[config.mk]
export PLATFORM = sky130hd
export DESIGN_NAME = wgc_queue
export DESIGN_NICKNAME = d
export VERILOG_FILES = /design/src/rtl/core/wgc_pkg.sv /design/src/rtl/core/wgc_queue.sv
export VERILOG_INCLUDE_DIRS = /design/src /design/src/rtl/core
export SDC_FILE = /design/constraint.sdc
export NUM_CORES = 1
export LEC_CHECK = 0
export ABC_AREA = 1
export ABC_CLOCK_PERIOD_IN_PS = 2200
export BUFFER_PORTS_ARGS = -buffer_cell sky130_fd_sc_hd__clkbuf_2
export CAP_MARGIN = 0
export CORE_UTILIZATION = 53
export DETAILED_ROUTE_END_ITERATION = 16
export GPL_ROUTABILITY_DRIVEN = 0
export HOLD_SLACK_MARGIN = 0.02
export PLACE_DENSITY = 0.8
export SLEW_MARGIN = 15
export SYNTH_ARGS = -nofsm -noshare
export SYNTH_HDL_FRONTEND = slang
export SYNTH_SLANG_ARGS = --single-unit
[constraint.sdc]
create_clock -name clk_i -period 2.2 [get_ports clk_i]
set_clock_uncertainty 0.15 [all_clocks]
set_input_delay 0.22 -clock clk_i [delete_from_list [all_inputs] [get_ports clk_i]]
set_output_delay 0.22 -clock clk_i [all_outputs]
set_load 0.05 [all_outputs]
[src/rtl/core/winograd_f2x2_3x3_tile_conv_defines.svh]
// Assertion macros shared by the Winograd tile convolution RTL
`ifndef WINOGRAD_F2X2_3X3_TILE_CONV_DEFINES_SVH
`define WINOGRAD_F2X2_3X3_TILE_CONV_DEFINES_SVH

// Check an implication on every rising clock edge outside reset
`define WG_ASSERT_IMPL(label, clk, rst_n, cond) \
  label: assert property (@(posedge clk) disable iff (!rst_n) (cond)) \
    else $error("assertion failed");

// Check a condition that must hold even while reset is active
`define WG_ASSERT_ALWAYS(label, clk, cond) \
  label: assert property (@(posedge clk) (cond)) else $error("assertion failed");

`endif

[src/rtl/core/wgc_pkg.sv]
// Shared types and constants for the Winograd tile convolution block
package wgc_pkg;
  localparam int unsigned SampleBits = 16;
  localparam int unsigned WeightBits = 16;
  localparam int unsigned AccBits    = 48;
  localparam int unsigned OutBits    = 32;
  localparam int unsigned ShiftBits  = 6;
  localparam int unsigned CfgIdxBits = 1;
  localparam int unsigned CfgBits    = 6;
  localparam int unsigned QueueDepth = 2;

  localparam logic [CfgIdxBits-1:0] CfgResultShift = 1'b0;
  localparam logic [CfgIdxBits-1:0] CfgRoundEnable = 1'b1;

  localparam logic [ShiftBits-1:0] ShiftReset = 6'd14;
endpackage

[src/rtl/core/wgc_queue.sv]
// Two-entry queue between the transform front and the accumulate back
module wgc_queue #(
  parameter int unsigned WIDTH = 8,
  parameter int unsigned DEPTH = wgc_pkg::QueueDepth
) (
  input  logic             clk_i,
  input  logic             rst_ni,
  input  logic             in_valid_i,
  output logic             in_ready_o,
  input  logic [WIDTH-1:0] in_data_i,
  output logic             out_valid_o,
  input  logic             out_ready_i,
  output logic [WIDTH-1:0] out_data_o
);
  import wgc_pkg::*;
  `include "winograd_f2x2_3x3_tile_conv_defines.svh"

  localparam int unsigned PW = (DEPTH > 1) ? $clog2(DEPTH) : 1;

  logic [WIDTH-1:0] mem_q [DEPTH];
  logic [PW-1:0] wr_q, rd_q;
  logic [PW:0] cnt_q;
  logic push, pop;

  assign in_ready_o  = cnt_q != (PW+1)'(DEPTH);
  assign out_valid_o = cnt_q != '0;
  assign push = in_valid_i && in_ready_o;
  assign pop  = out_valid_o && out_ready_i;
  assign out_data_o = mem_q[rd_q];

  // Advance pointers and fill count
  always_ff @(posedge clk_i or negedge rst_ni) begin
    if (!rst_ni) begin
      wr_q  <= '0;
      rd_q  <= '0;
      cnt_q <= '0;
    end else begin
      if (push) wr_q <= (wr_q == PW'(DEPTH-1)) ? '0 : wr_q + 1'b1;
      if (pop)  rd_q <= (rd_q == PW'(DEPTH-1)) ? '0 : rd_q + 1'b1;
      cnt_q <= cnt_q + (PW+1)'(push) - (PW+1)'(pop);
    end
  end

  // Write entry
  always_ff @(posedge clk_i) begin
    if (push) mem_q[wr_q] <= in_data_i;
  end

  `WG_ASSERT_IMPL(a_cnt_range, clk_i, rst_ni, cnt_q <= (PW+1)'(DEPTH))
  `WG_ASSERT_IMPL(a_full_hold, clk_i, rst_ni,
    (cnt_q == (PW+1)'(DEPTH) && !out_ready_i) |=> (cnt_q == (PW+1)'(DEPTH)))
  `WG_ASSERT_IMPL(a_push_nonempty, clk_i, rst_ni, push |=> out_valid_o)
endmodule

==> reports/qor.log <==
qor: layout.layout-drive-gt1-share 32.7%
qor: routing.vias 607
qor: setup_path.worstPathRequired 1830 ps
qor: routing.drt-pass1-iter-count 4
qor: layout.fillCellCount 85
qor: cts.worstSkewPairLatency 290 ps
qor: routing.wirelength_per_cell 13.0 um
qor: synth.postSynthRegisterBits 20
qor: floorplanning.design.core.area 1370 um^2
qor: global_routing.grt_pass1_wl 2.31 mm
qor: synth.mappedNetlistArea 822 um^2
qor: sta.number_of_setup_violations_in_the_final_report 0
qor: cts.tritoncts_clock_tree done
qor: synth.syn_nets 86
qor: power.pwr_density_cell 1550 nW/um^2
qor: cts.ctsRootBufferMaster clkbuf_4
qor: synth.synth_warnings 0
qor: sta.final.hold.worst_slack 102 ps
qor: routing.post_drt_via_cell_ratio 4.98
qor: routing.drc 0
qor: sta.tightest_slew 493 ps
qor: synth.synth_cell_type_count 15
qor: floorplanning.rows 13
qor: floorplanning.die_w 41.4 um
qor: floorplanning.initial_utilization 60.2%
qor: routing.route.final.wire_length 1.59 mm
qor: placed_design.buffer_ports.inserted 21
qor: layout.finalNetCount 121
qor: synth.post_synth_inst_count 73
qor: global_routing.overflow 0
qor: global_routing.grt_pass1_vias 550
qor: sta.slew_violations 0
qor: placed_design.dpl.cell_count 109
qor: placed_design.dpl_worst_slack 651 ps
qor: min_path.holdCritPathClass in2async
qor: layout.synthToLayoutAreaGrowth 32.7%
qor: routing.drt-initial-drc-count 11
qor: power.vdd_drop_max 1.02 mV
qor: floorplanning.die_height 41.4 um
qor: synth.synth_sequential_area_ratio 70.6%
qor: power.power.static_leakage 0.518 nW
qor: cts.cts_inserted_buffers 3
qor: placed_design.dp_hpwl 1.04 mm
qor: run.total_of_max_cap_violations 0
qor: setup_path.endpoint_kind output port
qor: layout.final_cells 122
qor: cts.clkSlewWorstSetupHoldPaths 100 ps
qor: power.report.power.total 1.70 mW
qor: global_routing.groute.usage.overall 22.7%
qor: setup_path.timing.setup.critical_path_class reg2out
qor: placed_design.placed_instance_area 948 um^2
qor: sta.final-hold-violation-count 0
qor: routing.postRouteAntennaNets 0
qor: setup_path.worstPathMaxFanout 9
qor: synth.postSynthAreaPerCell 11.3 um^2
qor: global_routing.grt_antenna_before_repair 0
qor: setup_path.arrival 1430 ps
qor: sta.fmax 556 MHz
qor: layout.layout_common_cells 29 x nand2_1, 21 x clkbuf_2, 16 x edfxtp_1, 9 x dlygate4sd3_1, 6 x inv_1
qor: sta.max_slew_margin 67.1%
qor: global_routing.grt_start_max_net_pins 13
qor: floorplanning.ios 22
qor: cts.cts_buffer_depth 2
qor: status.run_status finished clean
qor: layout.finish.instance_area 1090 um^2
qor: cts.clock_sink_count 20
qor: layout.postLayoutCoreUtil 79.9%
qor: layout.antennaDiodeCount 0
qor: sta.layout_setup_ws 401 ps
qor: sta.timing.final.crit_share 81.8%
qor: floorplanning.fp.dieArea 1710 um^2
qor: layout.final_common_cell nand2_1
qor: setup_path.crit_path_start rd_q
qor: sta.grt_setup_unrepaired no
qor: cts.cts-htree-levels 1
qor: sta.finalWorstPathRequiredPeriod 1800 ps
qor: setup_path.start_kind flop
qor: setup_path.critical_path.reg2reg.startpoint cnt_q[0]
qor: sta.timing.setup.tns 0 ps
==> state kept, by name, summed over array words and instances (netlist names) <==
register / flops
cnt_q: 2
mem_q: 16
rd_q: 1
wr_q: 1
==> cells by family after synthesis <==
group / synth area share, %
buffers and inverters: 4.26
and+or+nand+nor: 21.3
xor gates and xnor gates: 1.07
AOI/OAI and AO/OA: 1.22
DFF: 70.6
adders and majority gates: 1.52
==> layout make-up <==
cell class                 instances  area (um^2)  area share [%]
clock buffer                       3         22.5            2.06
clock inverter                     1         30.0            2.75
inverter                           8         30.0            2.75
multi-input combinational         44          206            18.9
sequential                        20          581            53.2
tap                               15         18.8            1.72
timing repair buffer              31          203            18.6
==> repair_timing <==
action                    4_1_cts  5_1_grt
hold buffers                    9        0
buffers inserted                0        0
gates resized for setup         0        0
hold endpoints to repair       20        0
==> path summary, 6_finish.rpt <==
check	endpoint	slack (ps)	depth (start not counted)
max	out_data_o[1]	400	4
min in group clk_i	wr_q	110	3
min reg2reg	wr_q	400	2
max reg2reg	cnt_q[1]	560	11
max in group asynchronous	rd_q	1670	2
min	cnt_q[0]	100	2
==> critical path, stage by stage (launching register included) <==
cell	delay [ps]
dfrtp_1	510
inv_2	200
nand2_1	70
nand2_1	70
clkbuf_2	280
==> Yosys cell counts, drive strengths merged <==
| library cell | instances | area, um^2 |
|---|---|---|
| a21oi | 1 | 5.00 |
| buf | 1 | 5.00 |
| dfrtp | 4 | 100 |
| edfxtp | 16 | 480 |
| ha | 1 | 12.5 |
| inv | 8 | 30.0 |
| nand2 | 33 | 139 |
| nand3 | 2 | 10.0 |
| nor2 | 5 | 26.3 |
| o21ai | 1 | 5.00 |
| xor2 | 1 | 8.76 |
==> per-layer routing <==
layer / vias to the layer above / global-route usage, % / wire length [um]
li1: 301 / - / -
met5: - / 0 / 0
met3: 5 / 5.85 / 63
met2: 19 / 38.3 / 821
met1: 282 / 25.1 / 672
met4: 0 / 15.3 / 33
==> report_power, final <==
part	internal, mW	total (mW)	leakage [nW]	switching, mW
combinational	0.185	0.803	0.295	0.618
sequential	0.526	0.600	0.195	0.0736
clock	0.184	0.293	0.0279	0.109
Power figures use the tool's default switching activity.
