--- src/rtl/core/winograd_f2x2_3x3_tile_conv_defines.svh ---
// Assertion macros shared by the Winograd tile convolution RTL
`ifndef WINOGRAD_F2X2_3X3_TILE_CONV_DEFINES_SVH
`define WINOGRAD_F2X2_3X3_TILE_CONV_DEFINES_SVH

// Check an implication on every rising clock edge outside reset
`define WG_ASSERT_IMPL(label, clk, rst_n, cond) \
  label: assert property (@(posedge clk) disable iff (!rst_n) (cond)) \
    else $error("assertion failed");

// Check a condition that must hold even while reset is active
`define WG_ASSERT_ALWAYS(label, clk, cond) \
  label: assert property (@(posedge clk) (cond)) else $error("assertion failed");

`endif

--- src/rtl/core/wgc_pkg.sv ---
// Shared types and constants for the Winograd tile convolution block
package wgc_pkg;
  localparam int unsigned SampleBits = 16;
  localparam int unsigned WeightBits = 16;
  localparam int unsigned AccBits    = 48;
  localparam int unsigned OutBits    = 32;
  localparam int unsigned ShiftBits  = 6;
  localparam int unsigned CfgIdxBits = 1;
  localparam int unsigned CfgBits    = 6;
  localparam int unsigned QueueDepth = 2;

  localparam logic [CfgIdxBits-1:0] CfgResultShift = 1'b0;
  localparam logic [CfgIdxBits-1:0] CfgRoundEnable = 1'b1;

  localparam logic [ShiftBits-1:0] ShiftReset = 6'd14;
endpackage

--- src/rtl/core/wgc_front.sv ---
// Front end: collect tile and kernel rows, form U and V for each channel
module wgc_front #(
  parameter int unsigned SAMPLE_BITS = wgc_pkg::SampleBits,
  parameter int unsigned WEIGHT_BITS = wgc_pkg::WeightBits
) (
  input  logic                                clk_i,
  input  logic                                rst_ni,
  input  logic                                in_valid_i,
  output logic                                in_ready_o,
  input  logic signed [3:0][SAMPLE_BITS-1:0]  sample_i,
  input  logic signed [2:0][WEIGHT_BITS-1:0]  weight_i,
  input  logic                                last_i,
  output logic                                tv_valid_o,
  input  logic                                tv_ready_i,
  output logic signed [15:0][WEIGHT_BITS+3:0] u_o,
  output logic signed [15:0][SAMPLE_BITS+3:0] v_o,
  output logic                                last_o
);
  import wgc_pkg::*;
  `include "winograd_f2x2_3x3_tile_conv_defines.svh"

  localparam int unsigned UW = WEIGHT_BITS + 4;
  localparam int unsigned VW = SAMPLE_BITS + 4;

  logic [1:0] row_q, row_d;
  logic signed [SAMPLE_BITS-1:0] tile_q [12];
  logic signed [WEIGHT_BITS-1:0] wt_q [9];
  logic tv_valid_q;
  logic signed [15:0][UW-1:0] u_q, u_d;
  logic signed [15:0][VW-1:0] v_q, v_d;
  logic last_q;
  logic accept;
  logic signed [UW-1:0] g [3][3];
  logic signed [UW-1:0] gg [4][3];
  logic signed [VW-1:0] d [4][4];
  logic signed [VW-1:0] t [4][4];

  assign in_ready_o = !tv_valid_q || tv_ready_i;
  assign accept     = in_valid_i && in_ready_o;
  assign row_d      = row_q + 2'd1;

  // Form U from the stored kernel rows and V from the stored tile rows plus the current row
  always_comb begin
    for (int i = 0; i < 3; i++) begin
      for (int j = 0; j < 3; j++) begin
        g[i][j] = UW'(wt_q[i*3+j]);
      end
    end
    for (int i = 0; i < 3; i++) begin
      for (int j = 0; j < 4; j++) begin
        d[i][j] = VW'(tile_q[i*4+j]);
      end
    end
    for (int j = 0; j < 4; j++) begin
      d[3][j] = VW'($signed(sample_i[j]));
    end
    for (int j = 0; j < 3; j++) begin
      gg[0][j] = g[0][j] <<< 1;
      gg[1][j] = g[0][j] + g[1][j] + g[2][j];
      gg[2][j] = g[0][j] - g[1][j] + g[2][j];
      gg[3][j] = g[2][j] <<< 1;
    end
    for (int i = 0; i < 4; i++) begin
      u_d[i*4+0] = gg[i][0] <<< 1;
      u_d[i*4+1] = gg[i][0] + gg[i][1] + gg[i][2];
      u_d[i*4+2] = gg[i][0] - gg[i][1] + gg[i][2];
      u_d[i*4+3] = gg[i][2] <<< 1;
    end
    for (int j = 0; j < 4; j++) begin
      t[0][j] = d[0][j] - d[2][j];
      t[1][j] = d[1][j] + d[2][j];
      t[2][j] = d[2][j] - d[1][j];
      t[3][j] = d[1][j] - d[3][j];
    end
    for (int i = 0; i < 4; i++) begin
      v_d[i*4+0] = t[i][0] - t[i][2];
      v_d[i*4+1] = t[i][1] + t[i][2];
      v_d[i*4+2] = t[i][2] - t[i][1];
      v_d[i*4+3] = t[i][1] - t[i][3];
    end
  end

  // Advance row counter and output stage
  always_ff @(posedge clk_i or negedge rst_ni) begin
    if (!rst_ni) begin
      row_q      <= 2'd0;
      tv_valid_q <= 1'b0;
    end else begin
      if (accept) begin
        row_q <= row_d;
      end
      if (accept && row_q == 2'd3) begin
        tv_valid_q <= 1'b1;
      end else if (tv_ready_i) begin
        tv_valid_q <= 1'b0;
      end
    end
  end

  // Store rows zero to two, latch transforms on row three
  always_ff @(posedge clk_i) begin
    if (accept && row_q != 2'd3) begin
      for (int j = 0; j < 4; j++) begin
        tile_q[row_q*4+j] <= sample_i[j];
      end
      for (int j = 0; j < 3; j++) begin
        wt_q[row_q*3+j] <= weight_i[j];
      end
    end
    if (accept && row_q == 2'd3) begin
      u_q    <= u_d;
      v_q    <= v_d;
      last_q <= last_i;
    end
  end

  assign tv_valid_o = tv_valid_q;
  assign u_o        = u_q;
  assign v_o        = v_q;
  assign last_o     = last_q;

  `WG_ASSERT_IMPL(a_hold_stall, clk_i, rst_ni,
    (tv_valid_q && !tv_ready_i) |=> tv_valid_q)
  `WG_ASSERT_IMPL(a_row3_load, clk_i, rst_ni,
    (accept && row_q == 2'd3) |=> (tv_valid_q && row_q == 2'd0))
  `WG_ASSERT_ALWAYS(a_ready_stage, clk_i, (!tv_valid_q) |-> in_ready_o)
endmodule

--- config.mk ---
export PLATFORM = sky130hd
export DESIGN_NAME = wgc_front
export DESIGN_NICKNAME = d
export VERILOG_FILES = /design/src/rtl/core/wgc_pkg.sv /design/src/rtl/core/wgc_front.sv
export VERILOG_INCLUDE_DIRS = /design/src /design/src/rtl/core
export SDC_FILE = /design/constraint.sdc
export NUM_CORES = 2
export LEC_CHECK = 0
export BUFFER_PORTS_ARGS = -buffer_cell sky130_fd_sc_hd__buf_2
export CAP_MARGIN = 20
export CELL_PAD_IN_SITES_DETAIL_PLACEMENT = 1
export CELL_PAD_IN_SITES_GLOBAL_PLACEMENT = 1
export CORE_MARGIN = 5
export CORE_UTILIZATION = 48
export DETAILED_ROUTE_END_ITERATION = 10
export PLACE_DENSITY_LB_ADDON = 0.05
export SLEW_MARGIN = 40
export SYNTH_ARGS = -nofsm -noshare
export SYNTH_HDL_FRONTEND = slang
export SYNTH_SLANG_ARGS = --single-unit
export TNS_END_PERCENT = 30
--- constraint.sdc ---
create_clock -name clk_i -period 20.3 [get_ports clk_i]
set_input_delay 4.06 -clock clk_i [delete_from_list [all_inputs] [get_ports clk_i]]
set_output_delay 4.06 -clock clk_i [all_outputs]
set_load 0.03 [all_outputs]
==> summary by stage <==
Critical path
The required time of the worst setup path is 16.24 ns. The most critical setup path has its endpoint at in_ready_o. The critical path's slowest cell is sky130_fd_sc_hd__buf_2. STA classifies the critical path endpoint as a primary output. The signal on the critical path passes through buf_2, nand2b_1, buf_2. The biggest cell delay along the critical path is roughly 0.20 ns. For the worst setup path, the data arrival time is 4.55 ns. The startpoint class of the critical path is an input pin. The source of the worst register-to-register timing path is wt_q[1][1]$_DFFE_PP_. The capture instance of the worst register-to-register path is u_o[118]$_DFFE_PP_. The register-to-register setup slack is 13.92 ns. In this design, the critical path's most frequently occurring cell is sky130_fd_sc_hd__buf_2. The worst setup path is of the input pin to primary output kind.

The top fanout value on the critical path is 4. For the worst flop-to-flop path, the logic depth is 24. The startpoint of the most critical setup path is tv_ready_i.

Yosys
The cell type with the highest aggregate area in the netlist is sky130_fd_sc_hd__edfxtp_1. The distinct cell type count after synthesis is roughly 100. For this run, the leading register cell type out of synthesis is sky130_fd_sc_hd__edfxtp_1. The per-instance average area after synthesis is around 10 um^2. The post-synthesis async set-or-reset flop share is 0.331%.

The cell count after synthesis is 7,015. The summed instance area of the synthesized netlist is just over 0.07 mm^2. Sorting the synthesized cells by area gives the leading types as sky130_fd_sc_hd__edfxtp_1 (38%), sky130_fd_sc_hd__ha_1 (12%), sky130_fd_sc_hd__fa_1 (10%), sky130_fd_sc_hd__inv_1 (5.9%), sky130_fd_sc_hd__xnor2_1 (4.5%). Sequential elements use 37.8% of the synthesized area. The Yosys warning count is 0. Counting flops with a built-in enable in the synthesized netlist gives 903. Of the post-synthesis cell area, the dominant cell type holds 37.7%. Synthesis inferred 906 register bits.

STA
In the final timing run, aggregate negative setup slack is 0 ns. Setup repair after global routing left no endpoint under its margin. The time the final worst path needs with I/O delays and setup is approximately 8.6 ns.

The highest achievable clock rate is 116 MHz. The actual slew at the worst max-slew pin is 0.994 ns. The final max-slew violation count is 0.

The count of final hold-check violations is 0. Setup violations remaining at the end of the flow were counted as 0. For the final database, setup skew stands at about 0.047 ns. The final critical-path share of the clock period is 42.4%. Measured against its own limit, the worst slew margin works out to 33.3%.

Die
The horizontal extent of the die is 397 um. The area enclosed by the die boundary is 0.158 mm^2. The I/O pin total is 760. The area of the core is between 0.1 and 0.15 mm^2. The die outline height is around 400 um. The initial utilization of the core area, before any placement, comes to between 40 and 50%. The number of cell rows is 142.

Detailed routing
The first detailed-routing pass took 5 iterations. After detailed routing, the number of vias per cell comes to between 5 and 6. The routed wire length is 269,000 um. The number of violations reported at the end of detailed-routing iteration 0 is about 4,100. The final route contains 56,180 vias.

The routed wire length per instance is 27.4 um. After detailed routing, the number of remaining DRC violations is 0. The detail route stage leaves a number of antenna-violating nets equal to 0.

Clocking
The number of setup buffers added after CTS is 0. The clock network latency to the later pin of the worst-skew pair is between 0.7 and 0.8 ns. The clock net sink count is 906. The number of gates resized after CTS is 0. Counting the buffers created by CTS gives approximately 110. The total number of H-tree levels is 3.

The number of buffers added to fix hold violations after cts is 0. Clock-pin slew was measured on the worst setup and hold paths at 0.06 ns. TritonCTS built the clock tree. The tree is rooted in a sky130_fd_sc_hd__clkbuf_16.

The clock passes through at most 3 buffers.

Place
The HPWL after detailed placement is 224,000 um. In this run the tool buffered the top-level ports with 743 buffer cells. Routability-driven placement finished with a final weighted congestion of 0.973.

Final layout
Leaving out fill and tap cells, the most frequent cells in the layout are sky130_fd_sc_hd__inv_1 (1,129), sky130_fd_sc_hd__edfxtp_1 (903), sky130_fd_sc_hd__buf_2 (743). The area growth from synthesis to layout is 13.0%. The library cell used most frequently in the layout, excluding fill and tap cells, is sky130_fd_sc_hd__inv_1.

The filler cells instantiated in the layout total approximately 17,000. The share of final-layout standard cells stronger than drive strength 1 is between 10% and 20%. After the last flow step, the layout net total stands at roughly 9,000.

Global route
The first global-routing pass estimated 386,000 um of wire. The maximum number of pins on one net before global-route repair is 82. Global routing used between 30% and 40% of the available tracks. The residual overflow from global routing is 0.

The number of global-route vias before repair is 58,324. The number of antenna violations at the first check in global routing is 60.

Outcome
The run finished with clean final reports.

Worst hold path
The worst hold path belongs to the class register to register.

Job
The tool flagged a number of max-cap violations equal to 0.
[layout make-up]
| type | instances | area [um^2] | share of cell area, % |
|---|---|---|---|
| clock inverter | 83 | 927 | 1.14 |
| timing repair buffer | 785 | 4070 | 5.00 |
| inverter | 1143 | 4290 | 5.28 |
| antenna | 34 | 85.1 | 0.105 |
| clock buffer | 120 | 2750 | 3.38 |
| tap | 2016 | 2520 | 3.10 |
| sequential | 906 | 27200 | 33.5 |
| multi-input combinational | 4721 | 39400 | 48.5 |
[cells in the mapped netlist, drive strengths merged (11+ instances only)]
| master | count |
|---|---|
| o41ai | 20 |
| nor2b | 76 |
| nand2b | 73 |
| a21oi | 496 |
| and3 | 42 |
| a221oi | 22 |
| nand2 | 285 |
| or3 | 37 |
| inv | 1139 |
| mux2i | 141 |
| buf | 98 |
| o21bai | 83 |
| o311ai | 14 |
| nor2 | 428 |
| and2 | 26 |
| o21a | 83 |
| a21o | 193 |
| a2111oi | 17 |
| a21boi | 17 |
| nor3b | 11 |
| nor3 | 129 |
| fa | 364 |
| xor2 | 168 |
| a31oi | 62 |
| o211ai | 39 |
| a211o | 11 |
| a31o | 12 |
| o2111ai | 13 |
| ha | 714 |
| edfxtp | 903 |
| nor4 | 20 |
| nand4 | 39 |
| nand3 | 80 |
| clkbuf | 162 |
| o31a | 19 |
| o31ai | 17 |
| nand3b | 13 |
| or2 | 56 |
| or4 | 12 |
| xnor2 | 371 |
| o21ai | 325 |
| a211oi | 49 |
[registers in the layout, indices dropped and copies added, names as in the netlist]
name and count:
tv_valid_o 1, tile_q 192, last_o 1, u_o 282, wt_q 144, row_q 2, v_o 284
[through the flow]
step | cells | util [%] | area (um^2) | hold slack, ns | worst slack, ns
2_1_floorplan | 7030 | - | 72000 | 0.426 | 1.94
3_3_place_gp | 9570 | 51.7 | 77300 | 0.439 | 11.37
3_5_place_dp | 9571 | 51.9 | 77500 | 0.452 | 11.32
4_1_cts | 9774 | 54.3 | 81200 | 0.467 | 11.68
5_1_grt | 9782 | 54.4 | 81200 | 0.471 | 11.65
6_report | 9808 | 54.4 | 81300 | 0.464 | 11.69
[logic make-up after synthesis]
family	after synthesis	share of synthesized area, %
AO/OA/AOI/OAI	1594	14.3
buffers and inverters	1403	7.74
multiplexers	143	1.99
XOR/XNOR	539	6.56
other	1	0.00521
AND/OR/NAND/NOR	1351	9.07
adder cells (fa/ha/maj)	1078	22.6
flip-flops	906	37.8
[worst min-delay path by stage]
stage | from | endpoint | slack (ns) | cells after the start
floorplan | wt_q[0][8]$_DFFE_PP_ | u_o[10]$_DFFE_PP_ | 0.43 | 0
global placement | wt_q[6][9]$_DFFE_PP_ | u_o[251]$_DFFE_PP_ | 0.44 | 0
detailed placement | wt_q[6][11]$_DFFE_PP_ | u_o[253]$_DFFE_PP_ | 0.45 | 0
CTS | wt_q[6][11]$_DFFE_PP_ | u_o[253]$_DFFE_PP_ | 0.47 | 0
global route | wt_q[6][11]$_DFFE_PP_ | u_o[253]$_DFFE_PP_ | 0.47 | 0
finish | wt_q[6][11]$_DFFE_PP_ | u_o[253]$_DFFE_PP_ | 0.46 | 0
[worst max-delay path: cells and delay by family]
family,cells,cell delay [ns]
buf+inv,2,0.30
simple gates,1,0.19
[routing by layer]
layer,track usage [%],vias to the layer above,wire (um)
li1,-,25484,-
met1,40.5,28345,106000
met2,56.8,1817,130000
met3,4.96,516,15600
met4,17.6,18,16600
met5,0,-,112
Power is not shown: default switching activity piles up to over one toggle a cycle in this logic, so the estimate is an artifact.
